**src/hw/rtl/mbs_pkg.sv**
```systemverilog
package mbs_pkg;

   localparam int HOLDING_COUNT = 32;
   localparam int INPUT_COUNT   = 32;
   localparam int RX_BYTES      = 128;
   localparam int TX_BYTES      = 64;

   localparam int HOLD_AW  = (HOLDING_COUNT > 1) ? $clog2(HOLDING_COUNT) : 1;
   localparam int INPUT_AW = (INPUT_COUNT > 1) ? $clog2(INPUT_COUNT) : 1;
   localparam int RX_AW    = $clog2(RX_BYTES);
   localparam int CNT_W    = $clog2(RX_BYTES + 1);

   localparam logic [7:0] MIN_FRAME     = 8'd7;
   localparam logic [7:0] EXC_FLAG      = 8'h80;
   localparam logic [7:0] FC_READ_HOLD  = 8'd3;
   localparam logic [7:0] FC_READ_INPUT = 8'd4;
   localparam logic [7:0] FC_WRITE_MULT = 8'd16;
   localparam logic [7:0] EXC_BAD_FUNC  = 8'd1;
   localparam logic [7:0] EXC_BAD_START = 8'd2;
   localparam logic [7:0] EXC_BAD_COUNT = 8'd3;

   localparam int CSR_IDX_W = 2;
   localparam logic [CSR_IDX_W-1:0] CSR_DEVICE_ADDRESS = 2'd0;
   localparam logic [CSR_IDX_W-1:0] CSR_SILENCE_LIMIT  = 2'd1;

   typedef enum logic [2:0] {
      CMD_RX      = 3'd0,
      CMD_TICK    = 3'd1,
      CMD_WR_IN   = 3'd2,
      CMD_WR_HOLD = 3'd3,
      CMD_RD_HOLD = 3'd4
   } cmd_op_type;

   typedef struct packed {
      cmd_op_type  op;
      logic [7:0]  rx_byte;
      logic [7:0]  index;
      logic [15:0] value;
      logic        ok;
   } cmd_type;

   typedef struct packed {
      logic        kind;
      logic [7:0]  tx_byte;
      logic        tx_last;
      logic [15:0] local_value;
      logic        local_ok;
   } rsp_type;

   typedef enum logic [3:0] {
      ST_IDLE, ST_LRD, ST_LOCAL, ST_SCAN_RD, ST_SCAN_DAT, ST_CHECK,
      ST_WR_HI, ST_WR_LO, ST_WR_PUT, ST_HDR, ST_REG_RD, ST_REG_DAT,
      ST_REG_HI, ST_REG_LO, ST_CRC_LO, ST_CRC_HI
   } st_type;

   function automatic logic [15:0] crc_byte(input logic [15:0] crc, input logic [7:0] data);
      logic [15:0] c;
      c = crc ^ {8'h00, data};
      for (int b = 0; b < 8; b++) begin
         if (c[0]) c = (c >> 1) ^ 16'hA001;
         else c = c >> 1;
      end
      return c;
   endfunction

endpackage

```
**src/hw/rtl/mbs_ram.sv**
```systemverilog
module mbs_ram #(
   parameter int WIDTH = 8,
   parameter int DEPTH = 16
) (
   input  logic                                  clock,
   input  logic                                  we,
   input  logic [((DEPTH > 1) ? $clog2(DEPTH) : 1)-1:0] waddr,
   input  logic [WIDTH-1:0]                      wdata,
   input  logic [((DEPTH > 1) ? $clog2(DEPTH) : 1)-1:0] raddr,
   output logic [WIDTH-1:0]                      rdata
);
   logic [WIDTH-1:0] mem_ff [DEPTH];
   logic [WIDTH-1:0] rdata_ff;

   always_ff @(posedge clock) begin
      if (we) mem_ff[waddr] <= wdata;
      rdata_ff <= mem_ff[raddr];
   end

   assign rdata = rdata_ff;
endmodule

```
**src/hw/rtl/mbs_front.sv**
```systemverilog
module mbs_front (
   input  logic            push,
   input  logic [2:0]      req_func,
   input  logic [7:0]      req_rx_byte,
   input  logic [7:0]      req_reg_index,
   input  logic [15:0]     req_reg_value,
   input  logic            q_full,
   output logic            full,
   output logic            q_push,
   output mbs_pkg::cmd_type q_data
);
   logic known;

   always_comb begin
      known = 1'b1;
      q_data.op = mbs_pkg::CMD_RX;
      q_data.ok = 1'b0;
      case (req_func)
         3'd0: q_data.op = mbs_pkg::CMD_RX;
         3'd1: q_data.op = mbs_pkg::CMD_TICK;
         3'd2: begin
            q_data.op = mbs_pkg::CMD_WR_IN;
            q_data.ok = 9'(req_reg_index) < 9'(mbs_pkg::INPUT_COUNT);
         end
         3'd3: begin
            q_data.op = mbs_pkg::CMD_WR_HOLD;
            q_data.ok = 9'(req_reg_index) < 9'(mbs_pkg::HOLDING_COUNT);
         end
         3'd4: begin
            q_data.op = mbs_pkg::CMD_RD_HOLD;
            q_data.ok = 9'(req_reg_index) < 9'(mbs_pkg::HOLDING_COUNT);
         end
         default: known = 1'b0;
      endcase
      q_data.rx_byte = req_rx_byte;
      q_data.index   = req_reg_index;
      q_data.value   = req_reg_value;
   end

   assign full   = q_full;
   // drop unknown requests here, they never reach the back end
   assign q_push = push && !q_full && known;
endmodule

```
**src/hw/rtl/mbs_cmd_q.sv**
```systemverilog
module mbs_cmd_q (
   input  logic             clock,
   input  logic             reset,
   input  logic             push,
   input  mbs_pkg::cmd_type push_data,
   output logic             full,
   input  logic             pop,
   output logic             empty,
   output mbs_pkg::cmd_type pop_data
);
   mbs_pkg::cmd_type ent_ff [2];
   logic       wp_ff, wp_in, rp_ff, rp_in;
   logic [1:0] cnt_ff, cnt_in;

   always_comb begin
      wp_in  = push ? !wp_ff : wp_ff;
      rp_in  = pop ? !rp_ff : rp_ff;
      cnt_in = cnt_ff + 2'(push) - 2'(pop);
   end

   always_ff @(posedge clock) begin
      if (reset) begin
         wp_ff  <= 1'b0;
         rp_ff  <= 1'b0;
         cnt_ff <= 2'd0;
      end else begin
         wp_ff  <= wp_in;
         rp_ff  <= rp_in;
         cnt_ff <= cnt_in;
      end
      if (push) ent_ff[wp_ff] <= push_data;
   end

   assign full     = cnt_ff == 2'd2;
   assign empty    = cnt_ff == 2'd0;
   assign pop_data = ent_ff[rp_ff];
endmodule

```
**src/hw/rtl/mbs_back.sv**
```systemverilog
module mbs_back (
   input  logic             clock,
   input  logic             reset,
   input  logic [7:0]       dev_addr,
   input  logic [7:0]       sil_lim,
   input  logic             q_empty,
   input  mbs_pkg::cmd_type q_data,
   output logic             q_pop,
   input  logic             pop,
   output logic             empty,
   output mbs_pkg::rsp_type rsp
);
   localparam int CW = mbs_pkg::CNT_W;
   localparam int AW = mbs_pkg::RX_AW;

   mbs_pkg::st_type st_ff, st_in;
   logic [CW-1:0] cnt_ff, cnt_in, fn_ff, fn_in, idx_ff, idx_in;
   logic          ovf_ff, ovf_in;
   logic [7:0]    sil_ff, sil_in, sil_nx;
   logic [15:0]   crc_ff, crc_in, rcrc_ff, rcrc_in;
   logic [7:0]    hdr_ff [6];
   logic [7:0]    hdr_in [6];
   logic [2:0]    hi_ff, hi_in, rlen_ff, rlen_in;
   logic [7:0]    start_ff, start_in, rcnt_ff, rcnt_in, ri_ff, ri_in, wh_ff, wh_in;
   logic          is_in_ff, is_in_in, body_ff, body_in, rv_ff, rv_in;
   logic [15:0]   word_ff, word_in, lval_ff, lval_in;
   logic          lok_ff, lok_in;
   logic          out_vld_ff, out_vld_in, out_free;
   mbs_pkg::rsp_type out_ff, out_in;
   logic [mbs_pkg::HOLDING_COUNT-1:0] hv_ff, hv_in;
   logic [mbs_pkg::INPUT_COUNT-1:0]   iv_ff, iv_in;

   logic                       b_we;
   logic [mbs_pkg::RX_AW-1:0]  b_waddr, b_raddr;
   logic [7:0]                 b_wdata, b_rdata;
   logic                       h_we;
   logic [mbs_pkg::HOLD_AW-1:0] h_waddr, h_raddr;
   logic [15:0]                h_wdata, h_rdata;
   logic                       i_we;
   logic [mbs_pkg::INPUT_AW-1:0] i_waddr, i_raddr;
   logic [15:0]                i_rdata;

   logic [7:0]  fc, code;
   logic [15:0] f_start, f_cnt;
   logic [8:0]  lim;
   logic [7:0]  reg_addr, tx_b, ridx_next;
   logic        emit, emit_last;

   mbs_ram #(.WIDTH(8), .DEPTH(mbs_pkg::RX_BYTES)) u_buf (
      .clock(clock), .we(b_we), .waddr(b_waddr), .wdata(b_wdata),
      .raddr(b_raddr), .rdata(b_rdata));
   mbs_ram #(.WIDTH(16), .DEPTH(mbs_pkg::HOLDING_COUNT)) u_hold (
      .clock(clock), .we(h_we), .waddr(h_waddr), .wdata(h_wdata),
      .raddr(h_raddr), .rdata(h_rdata));
   mbs_ram #(.WIDTH(16), .DEPTH(mbs_pkg::INPUT_COUNT)) u_inr (
      .clock(clock), .we(i_we), .waddr(i_waddr), .wdata(q_data.value),
      .raddr(i_raddr), .rdata(i_rdata));

   assign out_free  = !out_vld_ff || pop;
   assign sil_nx    = (sil_ff == 8'hFF) ? sil_ff : sil_ff + 8'd1;
   assign reg_addr  = start_ff + ri_ff;
   assign ridx_next = ri_ff + 8'd1;

   always_comb begin
      fc      = hdr_ff[1];
      f_start = {hdr_ff[2], hdr_ff[3]};
      f_cnt   = {hdr_ff[4], hdr_ff[5]};
      lim     = (fc == mbs_pkg::FC_READ_INPUT) ? 9'(mbs_pkg::INPUT_COUNT)
                                               : 9'(mbs_pkg::HOLDING_COUNT);
      code    = 8'd0;
      if (fc == mbs_pkg::FC_READ_HOLD || fc == mbs_pkg::FC_READ_INPUT ||
          fc == mbs_pkg::FC_WRITE_MULT) begin
         if (17'(f_start) >= 17'(lim)) code = mbs_pkg::EXC_BAD_START;
         else if (f_cnt == 16'd0 || 17'(f_start) + 17'(f_cnt) > 17'(lim) ||
                  18'({f_cnt, 1'b0}) + 18'd5 > 18'(mbs_pkg::TX_BYTES))
            code = mbs_pkg::EXC_BAD_COUNT;
         else if (fc == mbs_pkg::FC_WRITE_MULT &&
                  18'(fn_ff) != 18'({f_cnt, 1'b0}) + 18'd9)
            code = mbs_pkg::EXC_BAD_COUNT;
      end else begin
         code = mbs_pkg::EXC_BAD_FUNC;
      end
   end

   always_comb begin
      st_in = st_ff;   cnt_in = cnt_ff; fn_in = fn_ff;   idx_in = idx_ff;
      ovf_in = ovf_ff; sil_in = sil_ff; crc_in = crc_ff; rcrc_in = rcrc_ff;
      hdr_in = hdr_ff; hi_in = hi_ff;   rlen_in = rlen_ff;
      start_in = start_ff; rcnt_in = rcnt_ff; ri_in = ri_ff; wh_in = wh_ff;
      is_in_in = is_in_ff; body_in = body_ff; rv_in = rv_ff; word_in = word_ff;
      lval_in = lval_ff; lok_in = lok_ff; hv_in = hv_ff; iv_in = iv_ff;
      out_vld_in = out_vld_ff && !pop;
      out_in = out_ff;
      q_pop = 1'b0;
      b_we = 1'b0; b_waddr = cnt_ff[mbs_pkg::RX_AW-1:0]; b_wdata = q_data.rx_byte;
      b_raddr = idx_ff[mbs_pkg::RX_AW-1:0];
      h_we = 1'b0; h_waddr = q_data.index[mbs_pkg::HOLD_AW-1:0]; h_wdata = q_data.value;
      h_raddr = reg_addr[mbs_pkg::HOLD_AW-1:0];
      i_we = 1'b0; i_waddr = q_data.index[mbs_pkg::INPUT_AW-1:0];
      i_raddr = reg_addr[mbs_pkg::INPUT_AW-1:0];
      emit = 1'b0; emit_last = 1'b0; tx_b = hdr_ff[hi_ff];

      case (st_ff)
         mbs_pkg::ST_IDLE: begin
            if (!q_empty) begin
               q_pop = 1'b1;
               case (q_data.op)
                  mbs_pkg::CMD_RX: begin
                     if (cnt_ff < CW'(mbs_pkg::RX_BYTES)) begin
                        b_we   = 1'b1;
                        cnt_in = cnt_ff + CW'(1);
                     end else begin
                        ovf_in = 1'b1;
                     end
                     sil_in = 8'd0;
                  end
                  mbs_pkg::CMD_TICK: begin
                     if (cnt_ff != CW'(0)) begin
                        if (sil_nx <= sil_lim) begin
                           sil_in = sil_nx;
                        end else begin
                           // frame end: take a snapshot of the length, empty the buffer
                           sil_in = 8'd0;
                           cnt_in = CW'(0);
                           ovf_in = 1'b0;
                           fn_in  = cnt_ff;
                           idx_in = CW'(0);
                           crc_in = 16'hFFFF;
                           if (!ovf_ff && cnt_ff >= CW'(mbs_pkg::MIN_FRAME))
                              st_in = mbs_pkg::ST_SCAN_RD;
                        end
                     end
                  end
                  mbs_pkg::CMD_WR_IN: begin
                     lval_in = 16'd0;
                     lok_in  = q_data.ok;
                     if (q_data.ok) begin
                        i_we = 1'b1;
                        iv_in[i_waddr] = 1'b1;
                     end
                     st_in = mbs_pkg::ST_LOCAL;
                  end
                  mbs_pkg::CMD_WR_HOLD: begin
                     lval_in = 16'd0;
                     lok_in  = q_data.ok;
                     if (q_data.ok) begin
                        h_we = 1'b1;
                        hv_in[h_waddr] = 1'b1;
                     end
                     st_in = mbs_pkg::ST_LOCAL;
                  end
                  mbs_pkg::CMD_RD_HOLD: begin
                     lval_in = 16'd0;
                     lok_in  = q_data.ok;
                     h_raddr = q_data.index[mbs_pkg::HOLD_AW-1:0];
                     rv_in   = hv_ff[h_raddr];
                     st_in   = q_data.ok ? mbs_pkg::ST_LRD : mbs_pkg::ST_LOCAL;
                  end
                  default: ;
               endcase
            end
         end
         mbs_pkg::ST_LRD: begin
            lval_in = rv_ff ? h_rdata : 16'd0;
            st_in   = mbs_pkg::ST_LOCAL;
         end
         mbs_pkg::ST_LOCAL: begin
            if (out_free) begin
               out_vld_in = 1'b1;
               out_in = '{kind: 1'b1, tx_byte: 8'd0, tx_last: 1'b0,
                          local_value: lval_ff, local_ok: lok_ff};
               st_in = mbs_pkg::ST_IDLE;
            end
         end
         mbs_pkg::ST_SCAN_RD: st_in = mbs_pkg::ST_SCAN_DAT;
         mbs_pkg::ST_SCAN_DAT: begin
            if (idx_ff < CW'(6)) hdr_in[idx_ff[2:0]] = b_rdata;
            if (idx_ff < fn_ff - CW'(2)) crc_in = mbs_pkg::crc_byte(crc_ff, b_rdata);
            if (idx_ff == fn_ff - CW'(2)) rcrc_in[7:0] = b_rdata;
            if (idx_ff == fn_ff - CW'(1)) begin
               rcrc_in[15:8] = b_rdata;
               st_in = mbs_pkg::ST_CHECK;
            end else begin
               st_in = mbs_pkg::ST_SCAN_RD;
            end
            idx_in = idx_ff + CW'(1);
         end
         mbs_pkg::ST_CHECK: begin
            start_in = f_start[7:0];
            rcnt_in  = f_cnt[7:0];
            ri_in    = 8'd0;
            hi_in    = 3'd0;
            crc_in   = 16'hFFFF;
            is_in_in = fc == mbs_pkg::FC_READ_INPUT;
            body_in  = 1'b0;
            rlen_in  = 3'd3;
            if (hdr_ff[0] != dev_addr || rcrc_ff != crc_ff) begin
               st_in = mbs_pkg::ST_IDLE;
            end else if (code != 8'd0) begin
               hdr_in[1] = fc | mbs_pkg::EXC_FLAG;
               hdr_in[2] = code;
               st_in = mbs_pkg::ST_HDR;
            end else if (fc == mbs_pkg::FC_WRITE_MULT) begin
               rlen_in = 3'd6;
               st_in = mbs_pkg::ST_WR_HI;
            end else begin
               hdr_in[2] = {f_cnt[6:0], 1'b0};
               body_in = 1'b1;
               st_in = mbs_pkg::ST_HDR;
            end
         end
         mbs_pkg::ST_WR_HI: begin
            b_raddr = AW'(7) + AW'({ri_ff, 1'b0});
            st_in = mbs_pkg::ST_WR_LO;
         end
         mbs_pkg::ST_WR_LO: begin
            wh_in   = b_rdata;
            b_raddr = AW'(8) + AW'({ri_ff, 1'b0});
            st_in = mbs_pkg::ST_WR_PUT;
         end
         mbs_pkg::ST_WR_PUT: begin
            h_we    = 1'b1;
            h_waddr = reg_addr[mbs_pkg::HOLD_AW-1:0];
            h_wdata = {wh_ff, b_rdata};
            hv_in[h_waddr] = 1'b1;
            ri_in = ridx_next;
            st_in = (ridx_next == rcnt_ff) ? mbs_pkg::ST_HDR : mbs_pkg::ST_WR_HI;
         end
         mbs_pkg::ST_HDR: begin
            emit = 1'b1;
            if (out_free) begin
               hi_in = hi_ff + 3'd1;
               if (hi_ff == rlen_ff - 3'd1) begin
                  ri_in = 8'd0;
                  st_in = body_ff ? mbs_pkg::ST_REG_RD : mbs_pkg::ST_CRC_LO;
               end
            end
         end
         mbs_pkg::ST_REG_RD: begin
            rv_in = is_in_ff ? iv_ff[i_raddr] : hv_ff[h_raddr];
            st_in = mbs_pkg::ST_REG_DAT;
         end
         mbs_pkg::ST_REG_DAT: begin
            word_in = !rv_ff ? 16'd0 : (is_in_ff ? i_rdata : h_rdata);
            st_in = mbs_pkg::ST_REG_HI;
         end
         mbs_pkg::ST_REG_HI: begin
            emit = 1'b1;
            tx_b = word_ff[15:8];
            if (out_free) st_in = mbs_pkg::ST_REG_LO;
         end
         mbs_pkg::ST_REG_LO: begin
            emit = 1'b1;
            tx_b = word_ff[7:0];
            if (out_free) begin
               ri_in = ridx_next;
               st_in = (ridx_next == rcnt_ff) ? mbs_pkg::ST_CRC_LO : mbs_pkg::ST_REG_RD;
            end
         end
         mbs_pkg::ST_CRC_LO: begin
            if (out_free) begin
               out_vld_in = 1'b1;
               out_in = '{kind: 1'b0, tx_byte: crc_ff[7:0], tx_last: 1'b0,
                          local_value: 16'd0, local_ok: 1'b0};
               st_in = mbs_pkg::ST_CRC_HI;
            end
         end
         mbs_pkg::ST_CRC_HI: begin
            if (out_free) begin
               out_vld_in = 1'b1;
               out_in = '{kind: 1'b0, tx_byte: crc_ff[15:8], tx_last: 1'b1,
                          local_value: 16'd0, local_ok: 1'b0};
               st_in = mbs_pkg::ST_IDLE;
            end
         end
         default: st_in = mbs_pkg::ST_IDLE;
      endcase

      // reply byte: send it and fold it into the outgoing CRC
      if (emit && out_free) begin
         out_vld_in = 1'b1;
         out_in = '{kind: 1'b0, tx_byte: tx_b, tx_last: emit_last,
                    local_value: 16'd0, local_ok: 1'b0};
         crc_in = mbs_pkg::crc_byte(crc_ff, tx_b);
      end
   end

   always_ff @(posedge clock) begin
      if (reset) begin
         st_ff      <= mbs_pkg::ST_IDLE;
         cnt_ff     <= CW'(0);
         ovf_ff     <= 1'b0;
         sil_ff     <= 8'd0;
         hv_ff      <= '0;
         iv_ff      <= '0;
         out_vld_ff <= 1'b0;
      end else begin
         st_ff      <= st_in;
         cnt_ff     <= cnt_in;
         ovf_ff     <= ovf_in;
         sil_ff     <= sil_in;
         hv_ff      <= hv_in;
         iv_ff      <= iv_in;
         out_vld_ff <= out_vld_in;
      end
      fn_ff <= fn_in;     idx_ff <= idx_in;   crc_ff <= crc_in;   rcrc_ff <= rcrc_in;
      hdr_ff <= hdr_in;   hi_ff <= hi_in;     rlen_ff <= rlen_in;
      start_ff <= start_in; rcnt_ff <= rcnt_in; ri_ff <= ri_in;   wh_ff <= wh_in;
      is_in_ff <= is_in_in; body_ff <= body_in; rv_ff <= rv_in;   word_ff <= word_in;
      lval_ff <= lval_in; lok_ff <= lok_in;   out_ff <= out_in;
   end

   assign empty = !out_vld_ff;
   assign rsp   = out_ff;
endmodule

```
**src/hw/rtl/modbus_rtu_slave.sv**
```systemverilog
// Modbus RTU slave, functions 3, 4 and 16, with local register access.
// Request channel: push/full. A request carries req_func (0 serial byte,
// 1 millisecond tick, 2 write input reg, 3 write holding reg, 4 read holding
// reg) with its byte, index and value. Codes 5 to 7 are taken and dropped.
// Response channel: empty/pop. Each response is a reply byte (kind 0, CRC low
// byte first, tx_last on the final one) or a local answer (kind 1).
// Configuration: csr_valid/csr_ready with csr_index (0 device address,
// 1 silence limit) and csr_data; csr_ready is always high.
// A byte or tick is handled in ST_IDLE; a local read adds ST_LRD. At a frame
// end the receive buffer is walked byte by byte through its single read port
// (SCAN_RD, SCAN_DAT); header and CRC bytes go out 1 per cycle unless the
// receiver stalls. Registers go through REG_RD/DAT/HI/LO or WR_HI/LO/PUT.
// A two-entry request queue lets requests arrive while the back end works.
// When the receiver stalls the response register holds and the back end waits.
// Reset empties the frame buffer, zeroes both register stores and sets the
// device address to 0 and the silence limit to 2; no clearing pass is needed.
module modbus_rtu_slave (
   input  logic        clock,
   input  logic        reset,
   input  logic        push,
   output logic        full,
   input  logic [2:0]  req_func,
   input  logic [7:0]  req_rx_byte,
   input  logic [7:0]  req_reg_index,
   input  logic [15:0] req_reg_value,
   output logic        empty,
   input  logic        pop,
   output logic        rsp_kind,
   output logic [7:0]  rsp_tx_byte,
   output logic        rsp_tx_last,
   output logic [15:0] rsp_local_value,
   output logic        rsp_local_ok,
   input  logic        csr_valid,
   output logic        csr_ready,
   input  logic [mbs_pkg::CSR_IDX_W-1:0] csr_index,
   input  logic [7:0]  csr_data
);
   logic [7:0] dev_addr_ff, dev_addr_in, sil_lim_ff, sil_lim_in;
   logic q_push, q_full, q_pop, q_empty;
   mbs_pkg::cmd_type q_in, q_out;
   mbs_pkg::rsp_type rsp;

   assign csr_ready = 1'b1;

   always_comb begin
      dev_addr_in = dev_addr_ff;
      sil_lim_in  = sil_lim_ff;
      if (csr_valid) begin
         case (csr_index)
            mbs_pkg::CSR_DEVICE_ADDRESS: dev_addr_in = csr_data;
            mbs_pkg::CSR_SILENCE_LIMIT:  sil_lim_in  = csr_data;
            default: ;
         endcase
      end
   end

   always_ff @(posedge clock) begin
      if (reset) begin
         dev_addr_ff <= 8'd0;
         sil_lim_ff  <= 8'd2;
      end else begin
         dev_addr_ff <= dev_addr_in;
         sil_lim_ff  <= sil_lim_in;
      end
   end

   mbs_front u_front (
      .push(push), .req_func(req_func), .req_rx_byte(req_rx_byte),
      .req_reg_index(req_reg_index), .req_reg_value(req_reg_value),
      .q_full(q_full), .full(full), .q_push(q_push), .q_data(q_in));

   mbs_cmd_q u_q (
      .clock(clock), .reset(reset), .push(q_push), .push_data(q_in), .full(q_full),
      .pop(q_pop), .empty(q_empty), .pop_data(q_out));

   mbs_back u_back (
      .clock(clock), .reset(reset), .dev_addr(dev_addr_ff), .sil_lim(sil_lim_ff),
      .q_empty(q_empty), .q_data(q_out), .q_pop(q_pop),
      .pop(pop), .empty(empty), .rsp(rsp));

   assign rsp_kind        = rsp.kind;
   assign rsp_tx_byte     = rsp.tx_byte;
   assign rsp_tx_last     = rsp.tx_last;
   assign rsp_local_value = rsp.local_value;
   assign rsp_local_ok    = rsp.local_ok;

`ifndef SYNTHESIS
   a_local_not_last: assert property (@(posedge clock) disable iff (reset)
      !empty && rsp_kind |-> !rsp_tx_last)
      else $error("local answer flagged as last reply byte");
   a_reply_clean: assert property (@(posedge clock) disable iff (reset)
      !empty && !rsp_kind |-> !rsp_local_ok && rsp_local_value == 16'd0)
      else $error("reply byte carries local answer fields");
   a_no_pop_empty_q: assert property (@(posedge clock) disable iff (reset)
      q_pop |-> !q_empty)
      else $error("back end took a request from an empty queue");
`endif
endmodule

```
**config.mk**
```make
export PLATFORM = sky130hd
export DESIGN_NAME = modbus_rtu_slave
export DESIGN_NICKNAME = d
export VERILOG_FILES = /design/src/hw/rtl/mbs_pkg.sv /design/src/hw/rtl/mbs_ram.sv /design/src/hw/rtl/mbs_front.sv /design/src/hw/rtl/mbs_cmd_q.sv /design/src/hw/rtl/mbs_back.sv /design/src/hw/rtl/modbus_rtu_slave.sv
export SDC_FILE = /design/constraint.sdc
export NUM_CORES = 2
export LEC_CHECK = 0
export BUFFER_PORTS_ARGS = -buffer_cell sky130_fd_sc_hd__buf_2
export CAP_MARGIN = 30
export CORE_AREA = 10 10 458 460
export CTS_BUF_LIST = sky130_fd_sc_hd__clkbuf_4
export CTS_CLUSTER_DIAMETER = 120
export DETAILED_ROUTE_END_ITERATION = 8
export DIE_AREA = 0 0 468 470
export PLACE_DENSITY = 0.69
export SLEW_MARGIN = 30
export SYNTH_ARGS = -nofsm -noshare
export SYNTH_HDL_FRONTEND = slang
export SYNTH_SLANG_ARGS = --single-unit
```
**constraint.sdc**
```tcl
create_clock -name clock -period 5 [get_ports clock]
set_input_delay 0 -clock clock [delete_from_list [all_inputs] [get_ports clock]]
set_output_delay 0 -clock clock [all_outputs]
set_load 0.01 [all_outputs]
```
## Word level (Yosys, flattened, before mapping)

Memory sizes are Yosys's and may differ from the RTL's. A register that Yosys moved wholly into a read port is not among the register bits.
Cells that the tools add are included.
Widths: inputs -> output; s select.

| storage, ports and cells | value |
|---|---|
| register bits | 300 |
| RAM bits | 2,120 |
| bits of input ports | 50 |
| output and inout port bits | 30 |
| memories | 4 |

Memories:

| name | depth | width | read ports | clocked after Yosys merged registers in | write ports | line | RTL |
|---|---|---|---|---|---|---|---|
| u_back.u_buf.mem_ff | 128 | 8 | 1 | 1 | 1 | mbs_ram.sv:12 | `logic [WIDTH-1:0] mem_ff [DEPTH];` |
| u_back.u_hold.mem_ff | 32 | 16 | 1 | 1 | 1 | mbs_ram.sv:12 |  |
| u_back.u_inr.mem_ff | 32 | 16 | 1 | 1 | 1 | mbs_ram.sv:12 |  |
| u_q.ent_ff | 2 | 36 | 1 | 1 | 1 | mbs_cmd_q.sv:11 | `mbs_pkg::cmd_type ent_ff [2];` |

| operators by class | value |
|---|---|
| add/subtract/negate cells | 16 |
| magnitude comparators | 16 |
| eq/ne operators | 72 |
| mux-type cells | 168 |
| bitwise logic cells | 26 |
| reductions and logical operators | 72 |

Operators by type and width:

| cell | count |
|---|---|
| $mux 16 | 49 |
| $mux 8 | 18 |
| $mux 32 | 3 |
| $or 32x32->32 | 3 |
| $mux 27 | 3 |
| $pmux 27 s3 | 1 |
| $pmux 16 s2 | 2 |
| $pmux 32 s2 | 1 |
| $pmux 8 s2 | 4 |
| $pmux 4 s15 | 1 |
| $mux 4 | 14 |
| $bwmux 48 | 1 |
| $not 2->3 | 16 |
| $pmux 16 s3 | 1 |
| $mux 1 | 40 |
| $mux 40 | 1 |
| $add 8x1->8 const B | 4 |
| $eq 4x4->1 const B | 8 |
| $pmux 8 s4 | 1 |
| $reduce_and 4->1 | 8 |
| $xor 16x8->16 | 2 |
| $ne 2x1->1 const B | 14 |
| $mux 26 | 1 |
| $bmux 8 s3 | 1 |
| 79 further kinds | 173 |

## Depth between registers and ports, before layout

| logic depth | value |
|---|---|
| word-level depth | 34 |
| depth in mapped cells | 17 |
| gate-level depth less buffers | 17 |

## Cells and area by module

From an unflattened synthesis, not the netlist that was laid out.

| second synthesis, totals | value |
|---|---|
| cell total of the unflattened synthesis | 5,773 |
| area, all modules | 100,800.4 µm² |

Modules (own cells, without submodules):

| module | times used | cells each | area an instance (µm²) |
|---|---|---|---|
| mbs_ram at u_back.u_hold ... | 2 | 1,143 | 20,535.9 |
| mbs_ram at u_back.u_buf | 1 | 1,628 | 39,605.5 |
| mbs_back | 1 | 1,619 | 16,148.0 |
| mbs_cmd_q | 1 | 133 | 2,967.8 |
| modbus_rtu_slave | 1 | 67 | 705.7 |
| mbs_front | 1 | 40 | 301.5 |

## Least setup slack after synthesis

OpenSTA, ideal clock, no wires.

| timing path | value |
|---|---|
| path type | reg-to-reg |
| start point | register u_back.ri_ff[0] |
| end point | memory u_back.u_hold.mem_ff[17][0], enable pin |
| setup time | 0.390 ns |
| arrival time | 3.247 ns |
| data required time | 4.610 ns |
| setup slack | 1.363 ns |
| cell stages (with the launch flop) | 8 |
| path buffers | 3 |
| clock period less this slack | 3.637 ns |
| cell sequence | edfxtp_1 > ha_1 > buf_2 > buf_1 > clkbuf_1 > o21a_1 > nand2_1 > nor2_1 |

| between the ends | value |
|---|---|
| cells in the longest elaborated chain, start to end | 2 |

RTL lines:

| element | line | RTL |
|---|---|---|
| start, declared | mbs_back.sv:24 | `logic [7:0] start_ff, start_in, rcnt_ff, rcnt_in, ri_ff, ri_in, wh_ff, wh_in;` |
| start signal, assigned | mbs_back.sv:308 | `start_ff <= start_in; rcnt_ff <= rcnt_in; ri_ff <= ri_in; wh_ff <= wh_in;` |
| $add 5x5->5 | mbs_back.sv:61 | `assign reg_addr = start_ff + ri_ff;` |
| $mux 5 | mbs_back.sv:103 | `case (st_ff)` |
| end, declared | mbs_ram.sv:12 |  |

Every way passes these cells.

## Worst setup path in the final report

| timing path | value |
|---|---|
| start point | register u_back.st_ff[1] |
| end point | register u_back.u_buf.rdata_ff[3] (netlist: u_back.u_buf.rdata[3]), read port of u_back.u_buf.mem_ff |

| between the ends | value |
|---|---|
| cells in the longest elaborated chain, start to end | 2 |
| elaborated cells between the ends (all ways) | 3 |
| those cells by class | eq/ne: 2; mux: 1 |

RTL lines:

| element | line | RTL |
|---|---|---|
| start, declared | mbs_back.sv:16 | `mbs_pkg::st_type st_ff, st_in;` |
| start signal, assigned | mbs_back.sv:290 | `st_ff <= mbs_pkg::ST_IDLE;` |
| start signal, assigned | mbs_back.sv:298 | `st_ff <= st_in;` |
| $eq 4x3->1 | mbs_back.sv:103 |  |
| $pmux 7 s2 * | mbs_back.sv:103 |  |
| end, declared | mbs_ram.sv:13 | `logic [WIDTH-1:0] rdata_ff;` |

Every way passes the cells marked *; elsewhere a longest branch is shown, timed or not.
A chain may end at the register's enable or synchronous reset.

==> impl_metrics.py <==
metrics = {
    "outcome": {
        "status": "finished, violations left",
        "failed_checks": "DRC",
    },
    "floorplan": {
        "die_w_um": 468,
        "rows": 165,
        "core_area_mm2": 0.2009,
        "die_area_mm2": 0.2200,
        "die_h_um": 470,
        "initial_core_util": 0.4958,
        "io_pins": 80,
    },
    "clock_network": {
        "clock_latency_ns": 1.43,
        "root_buffer": "clkbuf_4",
        "clk_pin_slew_ns": 0.06,
        "clockBufferDepth": 4,
        "cts_tree": "yes",
        "h-tree-depth": 6,
        "cts_buffers": 619,
        "cts_resized": 0,
        "cts_num_sinks": 2454,
    },
    "worst_setup_path": {
        "reg2reg_to": "u_back.u_buf.rdata[3]",
        "crit_path_start_kind": "flip-flop",
        "crit_type": "reg -> reg",
        "critPathCaptureType": "flip-flop",
        "timing.reg2reg.setup_slack_ns": 0.61,
        "reg2reg_depth": 9,
        "arrival_ns": 5.74,
        "cp.required_ns": 6.35,
        "r2r_start": "u_back.st_ff[1]",
        "path_max_fanout": 64,
    },
    "place": {
        "portBuffers": 78,
        "dp_hpwl_um": 157100,
        "globalplace.congestion": 0.8984,
        "placed_cells": 8915,
    },
    "yosys": {
        "synth_top_area_share": 0.6899,
        "synth_area_per_cell_um2": 15.75,
        "ys_seq_area_frac": 0.7233,
        "ys_warn_count": 0,
        "synth_top_family_by_area": "multiplexers",
        "synth_fa_ha_area_frac": 0.006810,
        "syn_nets": 6424,
        "syn_area_mm2": 0.09959,
        "synthCells": 6321,
        "ys.flop_type": "edfxtp_1",
        "async_flop_share": 0,
        "synth_mux_area_frac": 0.08287,
        "synth-seq-cells": 2454,
        "synth_simple_gate_area_share": 0.07821,
        "synth_area_leaders": "edfxtp_1 (69%), mux4_2 (6.4%), dfxtp_1 (3.3%), nand2_1 (2.7%), a211oi_1 (2.5%)",
        "ys_top_cells_by_count": "edfxtp_1 (2288), nand2_1 (707), nor2_1 (378)",
        "yosysMostFrequentCell": "edfxtp_1",
        "yosys.area.top_type": "edfxtp_1",
        "synth_xor_area_frac": 0.01387,
        "synth_compound_area_frac": 0.07718,
        "synth_cell_types": 86,
        "synth-edff-count": 2288,
    },
    "power_and_ir_drop": {
        "pwr-share-seq": 0.535,
        "switching_power_w": 0.01101,
        "p_comb_frac": 0.089,
        "swShare": 0.2459,
        "internal_power_w": 0.03377,
        "p_leak_nw": 37.46,
        "clkPwrFrac": 0.376,
        "peakVddDrop_v": 0.0002583,
        "power_density_mw_per_mm2": 394.7,
    },
    "grt": {
        "grt_pass1_vias": 59910,
        "grt_util_all_layers": 0.2292,
        "overflow": 0,
        "grt_pass1_wl_um": 382400,
        "grt_max_degree": 142,
        "antenna_found_initial": 10,
    },
    "drt": {
        "drc": 1,
        "drtIter0Drc": 7076,
        "dr.pass1.iters": 9,
        "routed_wl_um": 257100,
        "vias_per_cell": 5.986,
        "wl_per_cell_um": 25.40,
        "vias": 60595,
        "ant_nets": 0,
    },
    "sta": {
        "period_needed_ns": 4.390,
        "finalHoldViolations": 0,
        "slew_headroom": 0.3144,
        "worstMarginPinSlew_ns": 1.025,
        "min_period_over_period": 0.8780,
        "skew_ns": 0.1179,
        "finalSetupTns_ns": 0,
        "final-setup-viol-count": 0,
        "timing.fmax_ghz": 0.2278,
        "rsz0062_at_grt": "no",
        "slew_viol_final": 0,
    },
    "layout": {
        "utilization": 0.5649,
        "fill_cells": 15572,
        "nets": 7109,
        "final_cells": 10122,
        "final_layout_size_suffix_gt1_frac": 0.2288,
        "synthToLayoutAreaGrowth_pct": 13.95,
    },
    "worst_hold_path": {
        "hold_path_depth": 5,
        "whs_endpoint": "dev_addr_ff[7]",
        "min-delay-start": "csr_data[7]",
        "min_path_type": "in -> reg",
    },
    "flow_run": {
        "cap_viol_max_count": 0,
    },
}
==> area by class of cell <==
| type | count | area, µm² | share of cell area |
|---|---|---|---|
| clock buffers | 916 | 6877 | 0.06060 |
| well taps | 2672 | 3343 | 0.02946 |
| multi-input cells | 3435 | 26170 | 0.2307 |
| repair buffers | 450 | 3974 | 0.03502 |
| clock inverters | 138 | 877.1 | 0.007729 |
| diodes | 11 | 27.53 | 0.0002426 |
| flip-flops and latches | 2454 | 72030 | 0.6348 |
| inverters | 46 | 175.2 | 0.001544 |
==> cell usage in the layout (no fill, tap or decap), types with 97 or more instances in the layout <==
master	count
mux2i_1	99
mux4_2	284
dlygate4sd3_1	142
nor2b_1	291
clkinv_1	97
dfxtp_1	165
a311oi_1	152
nor2_1	338
a31oi_1	130
nand2_1	707
clkbuf_4	916
edfxtp_1	2288
a211oi_1	333
a21oi_1	141
buf_4	197
==> logic make-up (layout without fill, tap and decap cells) <==
kind of cell / count (synthesis) / count (layout)
muxes: 455 / 455
DFF: 2454 / 2454
buffers and inverters: 432 / 1550
adders and majority gates: 53 / 53
other: 1 / 12
AOI/OAI and AO/OA: 1075 / 1075
xor gates and xnor gates: 152 / 152
and+or+nand+nor: 1699 / 1699
==> critical path: stages, from the launching register on <==
cell and delay (ns):
dfxtp_1 0.59, nand3b_1 0.53, o21ai_4 0.92, buf_12 0.38, nand2_1 0.10, a311oi_1 0.34, nor3_1 0.12, a211oi_1 0.80
nor4_1 0.30, nand3_1 0.15
==> power groups by stage <==
stage / registers (W) / logic, W / clock network, W
4_1_cts: 0.0240 / 0.00395 / 0.0171
6_report: 0.0240 / 0.00398 / 0.0168
5_1_grt: 0.0240 / 0.00424 / 0.0183
2_1_floorplan: 0.0243 / 0.00209 / 0
3_5_place_dp: 0.0244 / 0.00385 / 0
3_3_place_gp: 0.0244 / 0.00373 / 0
==> worst max path at each step <==
stage / startpoint / endpoint / cells after the start
5_1_grt: u_back.st_ff[1] / u_back.u_buf.rdata[1] / 10
4_1_cts: u_back.st_ff[1] / u_back.u_buf.rdata[1] / 10
3_5_place_dp: u_back.st_ff[1] / u_back.u_buf.rdata[1] / 10
2_1_floorplan: u_back.ri_ff[0] / u_back.u_hold.mem_ff[17][0] / 7
3_3_place_gp: u_back.st_ff[1] / u_back.u_buf.rdata[1] / 10
6_report: u_back.st_ff[1] / u_back.u_buf.rdata[3] / 9
==> timing repair <==
item / CTS / global route
hold buffers: 142 / 0
buffers inserted: 0 / 0
hold endpoints to repair: 282 / 0
==> metrics by stage <==
step / setup WS, ns / power, W / cell area, µm² / hold WS, ns
detailed placement: 0.7161 / 0.02827 / 104300 / 0.1926
global placement: 0.8270 / 0.02814 / 104100 / 0.1898
global route: 0.3942 / 0.04652 / 113500 / 0.07657
finish: 0.6101 / 0.04479 / 113500 / 0.1872
floorplan: 1.363 / 0.02640 / 99590 / 0.09887
CTS: 0.6790 / 0.04504 / 113400 / 0.006139
==> flip-flops by register name (all words and copies together) (netlist names), 27 cells and up, named ones only <==
| register | count |
|---|---|
| u_back.hv_ff | 32 |
| u_back.iv_ff | 32 |
| u_back.rsp | 27 |
| u_back.u_buf.mem_ff | 1024 |
| u_back.u_hold.mem_ff | 512 |
| u_back.u_inr.mem_ff | 512 |
| u_q.ent_ff | 66 |
==> routing by layer <==
| metal | global-route usage | vias to the layer above | share of wire |
|---|---|---|---|
| li1 | - | 26498 | - |
| met1 | 0.3269 | 30317 | 0.41 |
| met2 | 0.3402 | 3314 | 0.45 |
| met3 | 0.05857 | 460 | 0.11 |
| met4 | 0.08587 | 6 | 0.032 |
| met5 | 0 | - | 0.00018 |
No activity file was read; power rests on OpenSTA's default activity.
